===== src/rtl/wfpa_pkg.sv =====
`timescale 1ns / 1ps
// ----------------------------------------------------------------------------
// wfpa_pkg
// Shared constants, codes and request types of the worst-fit partition
// allocator.
// ----------------------------------------------------------------------------
package wfpa_pkg;

    // Table geometry (MAX_PROCESSES is a power of two: ids wrap by truncation)
    localparam int NUM_BLOCKS    = 16;
    localparam int MAX_PROCESSES = 64;
    localparam int BLK_W = (NUM_BLOCKS > 1) ? $clog2(NUM_BLOCKS) : 1;
    localparam int PID_W = (MAX_PROCESSES > 1) ? $clog2(MAX_PROCESSES) : 1;
    localparam int CNT_W = $clog2(NUM_BLOCKS + 1);

    // Field and bus widths
    localparam int SIZE_W  = 16;
    localparam int FREE_W  = 20;
    localparam int BIU_W   = 5;
    localparam int ADDR_W  = 3;
    localparam int DATA_W  = 32;
    localparam int IDX_W   = 4;
    localparam int ID_W    = 6;
    localparam int STAT_W  = 2;

    // Result status codes
    localparam logic [STAT_W-1:0] ST_LOADED   = 2'd0;
    localparam logic [STAT_W-1:0] ST_ALLOC    = 2'd1;
    localparam logic [STAT_W-1:0] ST_EXT_FRAG = 2'd2;
    localparam logic [STAT_W-1:0] ST_NO_MEM   = 2'd3;

    // Item actions
    localparam logic ACT_LOAD  = 1'b0;
    localparam logic ACT_ALLOC = 1'b1;

    // Register map (word index) and reset value
    localparam logic [ADDR_W-3:0] REG_BIU   = 1'b0;
    localparam logic [BIU_W-1:0]  BIU_RESET = 5'd16;

    // Partition size store access
    typedef struct packed {
        logic              we;
        logic [BLK_W-1:0]  waddr;
        logic [SIZE_W-1:0] wdata;
        logic              re;
        logic [BLK_W-1:0]  raddr;
    } t_size_req;

    // Owner table access
    typedef struct packed {
        logic             we;
        logic             clr;
        logic [PID_W-1:0] waddr;
        logic [BLK_W-1:0] wdata;
        logic             re;
        logic [PID_W-1:0] raddr;
    } t_own_req;

    typedef struct packed {
        logic             vld;
        logic [BLK_W-1:0] part;
    } t_own_rsp;

endpackage


===== src/rtl/wfpa_size_store.sv =====
`timescale 1ns / 1ps
// ----------------------------------------------------------------------------
// wfpa_size_store
// Partition size memory: one write and one registered read per cycle. An
// entry never written since reset reads as zero.
// ----------------------------------------------------------------------------
module wfpa_size_store import wfpa_pkg::*; (
    input  logic              i_clk,
    input  logic              i_rst_n,
    input  t_size_req         i_req,
    output logic [SIZE_W-1:0] o_rdata
);

    logic [SIZE_W-1:0]     r_mem [NUM_BLOCKS];
    logic [NUM_BLOCKS-1:0] r_vld;
    logic [SIZE_W-1:0]     r_rdata;

    // Track written entries
    always_ff @(posedge i_clk) begin
        if (!i_rst_n) begin
            r_vld <= '0;
        end else if (i_req.we) begin
            r_vld[i_req.waddr] <= 1'b1;
        end
    end

    // Write port
    always_ff @(posedge i_clk) begin
        if (i_req.we) begin
            r_mem[i_req.waddr] <= i_req.wdata;
        end
    end

    // Registered read, unwritten entries give zero
    always_ff @(posedge i_clk) begin
        if (i_req.re) begin
            r_rdata <= r_vld[i_req.raddr] ? r_mem[i_req.raddr] : '0;
        end
    end

    assign o_rdata = r_rdata;

endmodule


===== src/rtl/wfpa_owner_store.sv =====
`timescale 1ns / 1ps
// ----------------------------------------------------------------------------
// wfpa_owner_store
// Process-to-partition table: one write or clear and one registered read per
// cycle. An entry without its valid bit means no partition held.
// ----------------------------------------------------------------------------
module wfpa_owner_store import wfpa_pkg::*; (
    input  logic     i_clk,
    input  logic     i_rst_n,
    input  t_own_req i_req,
    output t_own_rsp o_rsp
);

    logic [BLK_W-1:0]         r_mem [MAX_PROCESSES];
    logic [MAX_PROCESSES-1:0] r_vld;
    t_own_rsp                 r_rsp;

    // Valid bits: set on grant, drop on release
    always_ff @(posedge i_clk) begin
        if (!i_rst_n) begin
            r_vld <= '0;
        end else if (i_req.we) begin
            r_vld[i_req.waddr] <= 1'b1;
        end else if (i_req.clr) begin
            r_vld[i_req.waddr] <= 1'b0;
        end
    end

    // Write port
    always_ff @(posedge i_clk) begin
        if (i_req.we) begin
            r_mem[i_req.waddr] <= i_req.wdata;
        end
    end

    // Registered read
    always_ff @(posedge i_clk) begin
        if (i_req.re) begin
            r_rsp.vld  <= r_vld[i_req.raddr];
            r_rsp.part <= r_mem[i_req.raddr];
        end
    end

    assign o_rsp = r_rsp;

endmodule


===== src/rtl/worst_fit_partition_allocator.sv =====
`timescale 1ns / 1ps
// ----------------------------------------------------------------------------
// worst_fit_partition_allocator
// Fixed-partition worst-fit allocator. Sizes and owners live in two small
// synchronous memories; a sequencer releases, evicts, scans and grants.
//
//   channel  direction  handshake              payload
//   in       input      i_in_valid/o_in_stall  action, block_index, size_value,
//                                              process_id, victim_process
//   out      output     o_out_valid/i_out_stall status, granted_block,
//                                              internal_fragment,
//                                              free_space_now, evicted,
//                                              evicted_block
//   cfg      input      APB (psel, penable)    blocks_in_use at address 0
//
// The allocate scan reads one partition size per cycle from the size memory
// port, over the number of partitions in use.
// One item is worked on at a time; the next is taken while a result waits.
// A result held by i_out_stall delays only the final update of the next item.
// Reset clears all tables at once; no clearing pass is needed.
// ----------------------------------------------------------------------------
module worst_fit_partition_allocator import wfpa_pkg::*; (
    input  logic              i_clk,
    input  logic              i_rst_n,
    // input items
    input  logic              i_in_valid,
    output logic              o_in_stall,
    input  logic              i_action,
    input  logic [IDX_W-1:0]  i_block_index,
    input  logic [SIZE_W-1:0] i_size_value,
    input  logic [ID_W-1:0]   i_process_id,
    input  logic [ID_W-1:0]   i_victim_process,
    // result items
    output logic              o_out_valid,
    input  logic              i_out_stall,
    output logic [STAT_W-1:0] o_status,
    output logic [IDX_W-1:0]  o_granted_block,
    output logic [SIZE_W-1:0] o_internal_fragment,
    output logic [FREE_W-1:0] o_free_space_now,
    output logic              o_evicted,
    output logic [IDX_W-1:0]  o_evicted_block,
    // configuration
    input  logic              psel,
    input  logic              penable,
    input  logic              pwrite,
    input  logic [ADDR_W-1:0] paddr,
    input  logic [DATA_W-1:0] pwdata,
    output logic [DATA_W-1:0] prdata,
    output logic              pready
);

    localparam logic [3:0] S_IDLE  = 4'd0;
    localparam logic [3:0] S_LOAD  = 4'd1;
    localparam logic [3:0] S_OWN   = 4'd2;
    localparam logic [3:0] S_REL   = 4'd3;
    localparam logic [3:0] S_CHK   = 4'd4;
    localparam logic [3:0] S_VIC   = 4'd5;
    localparam logic [3:0] S_VREL  = 4'd6;
    localparam logic [3:0] S_SCAN  = 4'd7;
    localparam logic [3:0] S_GRANT = 4'd8;

    // Control state
    logic [3:0]            r_state, n_state;
    logic [BIU_W-1:0]      r_biu;
    logic [FREE_W-1:0]     r_free, n_free;
    logic [CNT_W-1:0]      r_cnt, n_cnt;
    logic [NUM_BLOCKS-1:0] r_taken, n_taken;
    logic [CNT_W-1:0]      r_j, n_j;
    logic                  r_cmp_vld, n_cmp_vld;
    logic                  r_best_vld, n_best_vld;
    logic                  r_ev, n_ev;
    logic                  r_out_valid, n_out_valid;

    // Item and working payload
    logic [IDX_W-1:0]      r_bidx, n_bidx;
    logic [SIZE_W-1:0]     r_sz, n_sz;
    logic [PID_W-1:0]      r_pid, n_pid;
    logic [PID_W-1:0]      r_vic, n_vic;
    logic [BLK_W-1:0]      r_rel, n_rel;
    logic [BLK_W-1:0]      r_evb, n_evb;
    logic [BLK_W-1:0]      r_cmp_idx, n_cmp_idx;
    logic [BLK_W-1:0]      r_best_idx, n_best_idx;
    logic [SIZE_W-1:0]     r_best_size, n_best_size;

    // Result register
    logic [STAT_W-1:0]     r_status, n_status;
    logic [IDX_W-1:0]      r_grant, n_grant;
    logic [SIZE_W-1:0]     r_frag, n_frag;
    logic [FREE_W-1:0]     r_free_out, n_free_out;
    logic                  r_ev_out, n_ev_out;
    logic [IDX_W-1:0]      r_evb_out, n_evb_out;

    t_size_req             w_size_req;
    logic [SIZE_W-1:0]     w_size_rdata;
    t_own_req              w_own_req;
    t_own_rsp              w_own_rsp;
    logic [CNT_W-1:0]      w_lim;
    logic                  w_slot;
    logic                  w_bidx_ok;
    logic                  w_cfg_wr;

    wfpa_size_store u_size (
        .i_clk   (i_clk),
        .i_rst_n (i_rst_n),
        .i_req   (w_size_req),
        .o_rdata (w_size_rdata)
    );

    wfpa_owner_store u_owner (
        .i_clk   (i_clk),
        .i_rst_n (i_rst_n),
        .i_req   (w_own_req),
        .o_rsp   (w_own_rsp)
    );

    // Configuration register
    assign w_cfg_wr = psel && penable && pwrite && (paddr[ADDR_W-1:2] == REG_BIU);
    assign pready   = 1'b1;
    assign prdata   = (paddr[ADDR_W-1:2] == REG_BIU) ? DATA_W'(r_biu) : '0;

    always_ff @(posedge i_clk) begin
        if (!i_rst_n) begin
            r_biu <= BIU_RESET;
        end else if (w_cfg_wr) begin
            r_biu <= pwdata[BIU_W-1:0];
        end
    end

    // Partitions taking part, clamped to the table
    assign w_lim = (int'(r_biu) > NUM_BLOCKS) ? CNT_W'(NUM_BLOCKS) : CNT_W'(r_biu);
    assign w_bidx_ok = int'(r_bidx) < NUM_BLOCKS;
    // Result register can take a new item this cycle
    assign w_slot = !r_out_valid || !i_out_stall;
    assign o_in_stall = (r_state != S_IDLE);

    // Sequencer
    always_comb begin
        n_state     = r_state;
        n_free      = r_free;
        n_cnt       = r_cnt;
        n_taken     = r_taken;
        n_j         = r_j;
        n_cmp_vld   = 1'b0;
        n_cmp_idx   = r_cmp_idx;
        n_best_vld  = r_best_vld;
        n_best_idx  = r_best_idx;
        n_best_size = r_best_size;
        n_ev        = r_ev;
        n_evb       = r_evb;
        n_rel       = r_rel;
        n_bidx      = r_bidx;
        n_sz        = r_sz;
        n_pid       = r_pid;
        n_vic       = r_vic;
        n_out_valid = r_out_valid && i_out_stall;
        n_status    = r_status;
        n_grant     = r_grant;
        n_frag      = r_frag;
        n_free_out  = r_free_out;
        n_ev_out    = r_ev_out;
        n_evb_out   = r_evb_out;
        w_size_req  = '0;
        w_own_req   = '0;

        case (r_state)
            S_IDLE: begin
                if (i_in_valid) begin
                    n_bidx     = i_block_index;
                    n_sz       = i_size_value;
                    n_pid      = PID_W'(i_process_id);
                    n_vic      = PID_W'(i_victim_process);
                    n_ev       = 1'b0;
                    n_evb      = '0;
                    n_best_vld = 1'b0;
                    n_j        = '0;
                    if (i_action == ACT_LOAD) begin
                        w_size_req.re    = 1'b1;
                        w_size_req.raddr = BLK_W'(i_block_index);
                        n_state          = S_LOAD;
                    end else begin
                        w_own_req.re    = 1'b1;
                        w_own_req.raddr = PID_W'(i_process_id);
                        n_state         = S_OWN;
                    end
                end
            end

            // Replace the size; a free partition moves the free total
            S_LOAD: begin
                if (w_slot) begin
                    if (w_bidx_ok) begin
                        w_size_req.we    = 1'b1;
                        w_size_req.waddr = BLK_W'(r_bidx);
                        w_size_req.wdata = r_sz;
                        if (!r_taken[BLK_W'(r_bidx)]) begin
                            n_free = r_free + FREE_W'(r_sz) - FREE_W'(w_size_rdata);
                        end
                    end
                    n_out_valid = 1'b1;
                    n_status    = ST_LOADED;
                    n_grant     = '0;
                    n_frag      = '0;
                    n_free_out  = n_free;
                    n_ev_out    = 1'b0;
                    n_evb_out   = '0;
                    n_state     = S_IDLE;
                end
            end

            // Requester already holds a partition: drop it
            S_OWN: begin
                if (w_own_rsp.vld) begin
                    w_size_req.re    = 1'b1;
                    w_size_req.raddr = w_own_rsp.part;
                    w_own_req.clr    = 1'b1;
                    w_own_req.waddr  = r_pid;
                    n_rel            = w_own_rsp.part;
                    n_state          = S_REL;
                end else begin
                    n_state = S_CHK;
                end
            end

            // Release a partition (own or victim's)
            S_REL, S_VREL: begin
                if (r_taken[r_rel]) begin
                    n_taken[r_rel] = 1'b0;
                    n_free         = r_free + FREE_W'(w_size_rdata);
                    if (r_cnt != '0) begin
                        n_cnt = r_cnt - 1'b1;
                    end
                end
                n_state = (r_state == S_REL) ? S_CHK : S_SCAN;
            end

            // All partitions in use taken: look up the victim
            S_CHK: begin
                if (r_cnt >= w_lim) begin
                    w_own_req.re    = 1'b1;
                    w_own_req.raddr = r_vic;
                    n_state         = S_VIC;
                end else begin
                    n_state = S_SCAN;
                end
            end

            S_VIC: begin
                w_own_req.clr   = 1'b1;
                w_own_req.waddr = r_vic;
                if (w_own_rsp.vld) begin
                    w_size_req.re    = 1'b1;
                    w_size_req.raddr = w_own_rsp.part;
                    n_rel            = w_own_rsp.part;
                    n_ev             = 1'b1;
                    n_evb            = w_own_rsp.part;
                    n_state          = S_VREL;
                end else begin
                    n_state = S_SCAN;
                end
            end

            // Read one size per cycle, compare the one read last cycle
            S_SCAN: begin
                if (r_cmp_vld && !r_taken[r_cmp_idx] && (w_size_rdata >= r_sz) &&
                    (!r_best_vld || (r_best_size < w_size_rdata))) begin
                    n_best_vld  = 1'b1;
                    n_best_idx  = r_cmp_idx;
                    n_best_size = w_size_rdata;
                end
                if (r_j < w_lim) begin
                    w_size_req.re    = 1'b1;
                    w_size_req.raddr = r_j[BLK_W-1:0];
                    n_cmp_vld        = 1'b1;
                    n_cmp_idx        = r_j[BLK_W-1:0];
                    n_j              = r_j + 1'b1;
                end else if (!r_cmp_vld) begin
                    n_state = S_GRANT;
                end
            end

            // Grant the largest fit or report the failure
            S_GRANT: begin
                if (w_slot) begin
                    if (r_best_vld) begin
                        w_own_req.we     = 1'b1;
                        w_own_req.waddr  = r_pid;
                        w_own_req.wdata  = r_best_idx;
                        n_taken[r_best_idx] = 1'b1;
                        n_free           = r_free - FREE_W'(r_best_size);
                        n_cnt            = r_cnt + 1'b1;
                        n_status         = ST_ALLOC;
                        n_grant          = IDX_W'(r_best_idx);
                        n_frag           = r_best_size - r_sz;
                    end else begin
                        n_status = (r_free >= FREE_W'(r_sz)) ? ST_EXT_FRAG : ST_NO_MEM;
                        n_grant  = '0;
                        n_frag   = '0;
                    end
                    n_out_valid = 1'b1;
                    n_free_out  = n_free;
                    n_ev_out    = r_ev;
                    n_evb_out   = IDX_W'(r_evb);
                    n_state     = S_IDLE;
                end
            end

            default: begin
                n_state = S_IDLE;
            end
        endcase
    end

    // Control registers
    always_ff @(posedge i_clk) begin
        if (!i_rst_n) begin
            r_state     <= S_IDLE;
            r_free      <= '0;
            r_cnt       <= '0;
            r_taken     <= '0;
            r_j         <= '0;
            r_cmp_vld   <= 1'b0;
            r_best_vld  <= 1'b0;
            r_ev        <= 1'b0;
            r_out_valid <= 1'b0;
        end else begin
            r_state     <= n_state;
            r_free      <= n_free;
            r_cnt       <= n_cnt;
            r_taken     <= n_taken;
            r_j         <= n_j;
            r_cmp_vld   <= n_cmp_vld;
            r_best_vld  <= n_best_vld;
            r_ev        <= n_ev;
            r_out_valid <= n_out_valid;
        end
    end

    // Payload registers
    always_ff @(posedge i_clk) begin
        r_bidx      <= n_bidx;
        r_sz        <= n_sz;
        r_pid       <= n_pid;
        r_vic       <= n_vic;
        r_rel       <= n_rel;
        r_evb       <= n_evb;
        r_cmp_idx   <= n_cmp_idx;
        r_best_idx  <= n_best_idx;
        r_best_size <= n_best_size;
        r_status    <= n_status;
        r_grant     <= n_grant;
        r_frag      <= n_frag;
        r_free_out  <= n_free_out;
        r_ev_out    <= n_ev_out;
        r_evb_out   <= n_evb_out;
    end

    assign o_out_valid         = r_out_valid;
    assign o_status            = r_status;
    assign o_granted_block     = r_grant;
    assign o_internal_fragment = r_frag;
    assign o_free_space_now    = r_free_out;
    assign o_evicted           = r_ev_out;
    assign o_evicted_block     = r_evb_out;

endmodule


===== config.mk =====
export PLATFORM = sky130hd
export DESIGN_NAME = worst_fit_partition_allocator
export DESIGN_NICKNAME = d
export VERILOG_FILES = /design/src/rtl/wfpa_pkg.sv /design/src/rtl/wfpa_size_store.sv /design/src/rtl/wfpa_owner_store.sv /design/src/rtl/worst_fit_partition_allocator.sv
export SDC_FILE = /design/constraint.sdc
export NUM_CORES = 1
export LEC_CHECK = 0
export BUFFER_PORTS_ARGS = -buffer_cell sky130_fd_sc_hd__buf_2
export CORE_MARGIN = 4
export CORE_UTILIZATION = 45
export CTS_CLUSTER_DIAMETER = 120
export DETAILED_ROUTE_END_ITERATION = 12
export GPL_TIMING_DRIVEN = 0
export PLACE_DENSITY = 0.59
export SETUP_SLACK_MARGIN = 0.3
export SLEW_MARGIN = 0
export SYNTH_ARGS = -nofsm -noshare
export SYNTH_HDL_FRONTEND = slang
export SYNTH_SLANG_ARGS = --single-unit

===== constraint.sdc =====
create_clock -name i_clk -period 8.1 [get_ports i_clk]
set_input_delay 1.62 -clock i_clk [delete_from_list [all_inputs] [get_ports i_clk]]
set_output_delay 1.62 -clock i_clk [all_outputs]
set_load 0.01 [all_outputs]

Yosys cells after proc, flatten, opt, wreduce, memory -nomap -nowiden
Memory sizes are Yosys's and may differ from the RTL's. A register that Yosys moved wholly into a read port is not among the register bits.
Index checks and enable logic that the tools add are counted.
- ROM bits: 0
- memories kept: 2
- RAM bits: 512
- bits in latches: 0
- input bits: 75
- flip-flop bits (word level): 251
- memories (name ; depth ; bits a word ; read ports ; clocked after Yosys merged registers in ; write ports ; line ; RTL):
    u_owner.r_mem ; 64 ; 4 ; 1 ; 1 ; 1 ; wfpa_owner_store.sv:14 ; logic [BLK_W-1:0] r_mem [MAX_PROCESSES];
    u_size.r_mem ; 16 ; 16 ; 1 ; 1 ; 1 ; wfpa_size_store.sv:14 ; logic [SIZE_W-1:0] r_mem [NUM_BLOCKS];
- multiply operators: 0
- shift operators: 0
- divide/modulo/power cells: 0
- mux-type cells: 103
- eq/ne operators: 20
- order comparisons: 18
- reductions and logical operators: 43
- bitwise logic cells: 8
- add/sub/neg operators: 8
- operator list (operator ; count):
    $mux 64 ; 2
    $mux 20 ; 5
    $mux 16 ; 6
    $and 64x64->64 ; 1
    $not 64->64 ; 1
    $or 64x64->64 ; 1
    $pmux 16 s2 ; 2
    $mux 5 ; 12
    $pmux 20 s3 ; 1
    $mux 21 ; 2
    $add 20x16->20 ; 2
    $mux 4 ; 10
    $pmux 20 s2 ; 1
    $sub 20x16->20 ; 2
    $or 16x16->16 ; 2
    $lt 4x5->1 const B ; 6
    $mux 7 ; 4
    $pmux 4 s7 ; 1
    $mux 1 ; 26
    $pmux 4 s2 ; 3
    $ge 20x16->1 ; 1
    $mux 10 ; 2
    $ne 2x2->1 const B ; 10
    $pmux 5 s2 ; 2
    43 further kinds ; 95

Longest topological paths before layout
- depth after elaboration: 12
- gate-level depth with buffers: 16

By module
A second synthesis with hierarchy kept.
- cells, all modules: 2659
- area total of the unflattened synthesis: 37160.6 um2
- modules (own cells, without submodules) (module ; cells each ; area each (um2) ; sequential area each (um2) ; instances):
    wfpa_owner_store ; 772 ; 13217.7 ; 9118.7 ; 1
    worst_fit_partition_allocator ; 1410 ; 13137.6 ; 4514.3 ; 1
    wfpa_size_store ; 477 ; 10805.4 ; 8488.1 ; 1

Worst setup path after synthesis
OpenSTA, ideal clock, no wires.
- path type: input-to-reg
- start: in i_out_stall
- end: reg r_free[4]
- path slack: 2.988 ns
- data arrival time: 4.993 ns
- path buffers: 2
- stages on the path: 6
- data required time: 7.981 ns
- path through: a21oi_1 > nand2b_1 > clkbuf_1 > buf_2 > o221ai_1 > o221a_2
- word-level cells in the longest chain between the ends: 4
- elaborated cells on any way between the ends: 5
- classes of those cells: 2 x eq/ne; 3 x reduce/logical
- RTL lines (element ; line ; RTL):
    start: declaration ; worst_fit_partition_allocator.sv:35 ; input logic i_out_stall,
    $logic_not 1->1 * ; worst_fit_partition_allocator.sv:133 ; assign w_slot = !r_out_valid || !i_out_stall;
    $logic_or 1x1->1 * ; worst_fit_partition_allocator.sv:133 ;
    $ne 2x2->1 (no source line) ; n/a ;
    $reduce_and 4->1 (no source line) * ; n/a ;
    end signal: assignment ; worst_fit_partition_allocator.sv:327 ; r_free <= n_free;
    end: declaration ; worst_fit_partition_allocator.sv:65 ; logic [FREE_W-1:0] r_free, n_free;
Every way passes the cells marked *; elsewhere a longest branch is shown, timed or not.
A chain may end at the register's enable or synchronous reset.

Worst setup path after layout
- start: reg r_state[1]
- end: mem u_owner.r_mem[22][2] (netlist name), enable pin
- word-level cells in the longest chain between the ends: 4
- elaborated cells on any way between the ends: 7
- classes of those cells: 3 x eq/ne; 4 x mux
- RTL lines (element ; line ; RTL):
    start: declaration ; worst_fit_partition_allocator.sv:63 ; logic [3:0] r_state, n_state;
    start signal: assignment ; worst_fit_partition_allocator.sv:326 ; r_state <= n_state;
    $eq 4x4->1 ; worst_fit_partition_allocator.sv:165 ; case (r_state)
    $mux 1 ; worst_fit_partition_allocator.sv:165 ;
    $mux 1 ; wfpa_owner_store.sv:31 ; if (i_req.we) begin
    $mux 1 (not written as such) ; wfpa_owner_store.sv:32 ; r_mem[i_req.waddr] <= i_req.wdata;
    end: declaration ; wfpa_owner_store.sv:14 ;
Several ways; a longest one is shown, not always the timed one.

==> results.cfg <==
[outcome]
status = finished, final reports clean

[pwr]
p_sw_uw = 5027
power_uw = 13860
p_clk_share_pct = 28.2
leakage_uw = 0.01631
irDropWorstVdd_v = 0.0002169
p_sw_share_pct = 36.28
power_density_mw_per_mm2 = 317.4
internal-power_uw = 8830
sequentialPowerShare_pct = 36.9
p_comb_share_pct = 34.9

[floorplan]
die_w_um = 300.5
start_util_pct = 45.71
rows = 106
pin_count = 157
die_h_um = 300.5
coreArea_mm2 = 0.08422
die_area_mm2 = 0.09028

[detailed_routing]
first_pass_iters = 5
wire_per_inst_um = 24.55
viasPerCell = 5.791
num_vias = 27590
route.detailed.drc = 0
first_iter_violations = 3148
drtAntennaViolNets = 0
drt-total-wl_um = 117000

[clock_network]
clk_pin_slew_ns = 0.06
insertion_delay_ns = 0.64
tritoncts = done
cts_made_buffers = 85
clockBufferDepth = 3
post_cts_buffers = 0
ctsRootBufferMaster = clkbuf_16
cts.sinks = 783
hold_buffers = 0
cts_max_level = 3
cts_resized = 0

[setup_path]
endpoint = u_owner.r_mem[22][2]$_DFFE_PP_
cp-start-kind = flop
critPathLaunch = r_state[1]$_SDFFE_PN0P_
required_ns = 8.37
critical_path_class = reg2reg
r2r_start = r_state[1]$_SDFFE_PN0P_
cp.arrival_ns = 5.28
r2r_cells = 8
rr_endpoint = u_owner.r_mem[22][2]$_DFFE_PP_
crit_path_end_kind = flop
cp_max_fo = 10
reg2reg_slack_ns = 3.09

[placed_design]
io_buffers = 99
gp_congestion = 0.9221
place_ws_ns = 2.778
dpl.hpwl_um = 84160
dp_cells = 4612

[sta]
min_period_ns = 5.010
fin_worst_skew_ns = 0.02292
finalMaxSlewViolations = 0
relSlewSlack_pct = 0.8362
setup_ws_ns = 3.090
finalSetupViolations = 0
tightest_slew_ns = 1.487
tns_ns = 0
finalCritPeriodShare_pct = 61.85
hold_viol_final = 0
rsz0062_at_grt = no
max_freq_ghz = 0.1996

[final_layout]
drive_gt1_share_pct = 11.35
nFillCells = 7411
num_antenna_cells = 0
nets = 3807
syn2layout_area_growth_pct = 13.43
fin_cells = 4765

[job]
cap_violations = 0

[synth]
synth_flop_cell = edfxtp_1
synth_area_leader_cell = edfxtp_1
synth_seq_cells = 783
yosys.area.top_type_share_pct = 50.24
synth_cell_type_count = 88
synth_cells = 3332
syn_area_per_cell_um2 = 11.55
async_flop_share_pct = 0
yosys_warnings = 0
synth_area_mm2 = 0.03849
synth-seq-area-share_pct = 57.47
yosys-top-cells-area = edfxtp_1, dfxtp_1, ha_1
synth_edf_count = 644

[worst_hold_path]
hp-class = reg2reg
min_from = u_size.r_vld[15]$_SDFFE_PN0P_
holdPathStages = 1

[global_routing]
antenna_found_initial = 1
grt_overflow = 0
grt_pass1_vias = 26240
grt_max_degree = 49
grt_usage_pct = 25.37
grt_pass1_wl_um = 171500
## synthesized netlist by cell type, drive strengths merged (81+ instances only)
cell,instances
nand2,350
dfxtp,139
nor2b,164
inv,134
edfxtp,644
clkbuf,91
ha,147
o21ai,101
nand3,81
mux2i,183
nor2,230
buf,113
a211oi,119
a21oi,246
## registers in the layout (all words and copies together) (netlist names), 6 cells and up, named ones only
name,flops
r_best_size,16
r_sz,16
o_free_space_now,20
r_free,20
r_taken,16
u_size.r_vld,16
u_size.r_mem,256
r_vic,6
o_internal_fragment,16
u_owner.r_mem,256
r_pid,6
u_size.o_rdata,16
## worst max-delay path, cell delays in order, from the launching register on
cell and delay (ns):
dfxtp_1 0.29, buf_2 0.17, nor4b_2 0.56, nand2_1 0.61
a21oi_2 0.62, clkbuf_1 0.50, clkbuf_1 0.52, nand3_1 0.76
nor2_1 0.61
## stage by stage
stage | util (%) | cell area, um^2 | hold WS [ns]
4_1_cts | 51.84 | 43660 | 0.4590
3_5_place_dp | 48.53 | 40870 | 0.4453
2_1_floorplan | - | 38590 | 0.4330
6_report | 51.85 | 43660 | 0.4566
3_3_place_gp | 48.10 | 40510 | 0.4398
5_1_grt | 51.85 | 43660 | 0.4750
## how the worst min path moves through the flow
stage,endpoint,slack (ns)
6_report,u_size.r_vld[15]$_SDFFE_PN0P_,0.46
2_1_floorplan,u_size.r_vld[15]$_SDFFE_PN0P_,0.43
3_3_place_gp,u_size.r_vld[15]$_SDFFE_PN0P_,0.44
4_1_cts,u_size.r_vld[15]$_SDFFE_PN0P_,0.46
5_1_grt,u_size.r_vld[3]$_SDFFE_PN0P_,0.47
3_5_place_dp,u_size.r_vld[15]$_SDFFE_PN0P_,0.45
## power by group through the flow
stage                     combinational [uW]  clock [uW]  sequential [uW]
final                                   4830        3910             5110
after global routing                    5260        4120             5140
after global placement                  4690           0             5210
after CTS                               4780        3960             5110
after detailed placement                4760           0             5190
after floorplan                         3130           0             5180
## kinds of logic after synthesis
group                      count (synthesis)  synth area share [%]
DFF                                      783                 57.47
xor gates and xnor gates                  58                 1.320
and+or+nand+nor                         1025                 12.79
buffers and inverters                    338                 3.969
other                                      2               0.01951
AOI/OAI and AO/OA                        759                 12.92
adders and majority gates                167                 5.818
muxes                                    200                 5.695
## layer usage
layer | vias up | part of all wire, % | global-route usage (%)
met5 | - | 0 | 0
met2 | 1292 | 43 | 37.80
met4 | 0 | 3.0 | 8.041
met3 | 224 | 9.6 | 5.717
met1 | 13410 | 44 | 36.96
li1 | 12670 | - | -
## final cells by class
class	instances	area (um^2)	area share, %
plain buffers	204	1025	2.347
clock buffers	104	2250	5.152
clock inverters	49	539.3	1.235
inverters	134	503.0	1.152
multi-input cells	2237	15050	34.46
flip-flops and latches	783	22120	50.66
well taps	1134	1419	3.249
repair buffers	120	760.7	1.742
## placed cells by master, fill, tap and decap left out, drive strengths merged, types with 12 or more instances in the layout
master	n
edfxtp	644
nand2	350
a21oi	246
buf	233
nor2	230
clkbuf	195
mux2i	183
nor2b	164
ha	147
dfxtp	139
inv	136
a211oi	119
o21ai	101
nand3	81
o21a	37
clkinv	37
a21o	36
nor3	36
xnor2	32
nand2b	32
and3	30
a221oi	29
conb	28
and2	27
a21boi	27
xor2	26
nand4	24
a31oi	23
fa	20
a22oi	19
o22ai	18
mux4	15
o31ai	12
Power figures use the tool's default switching activity.
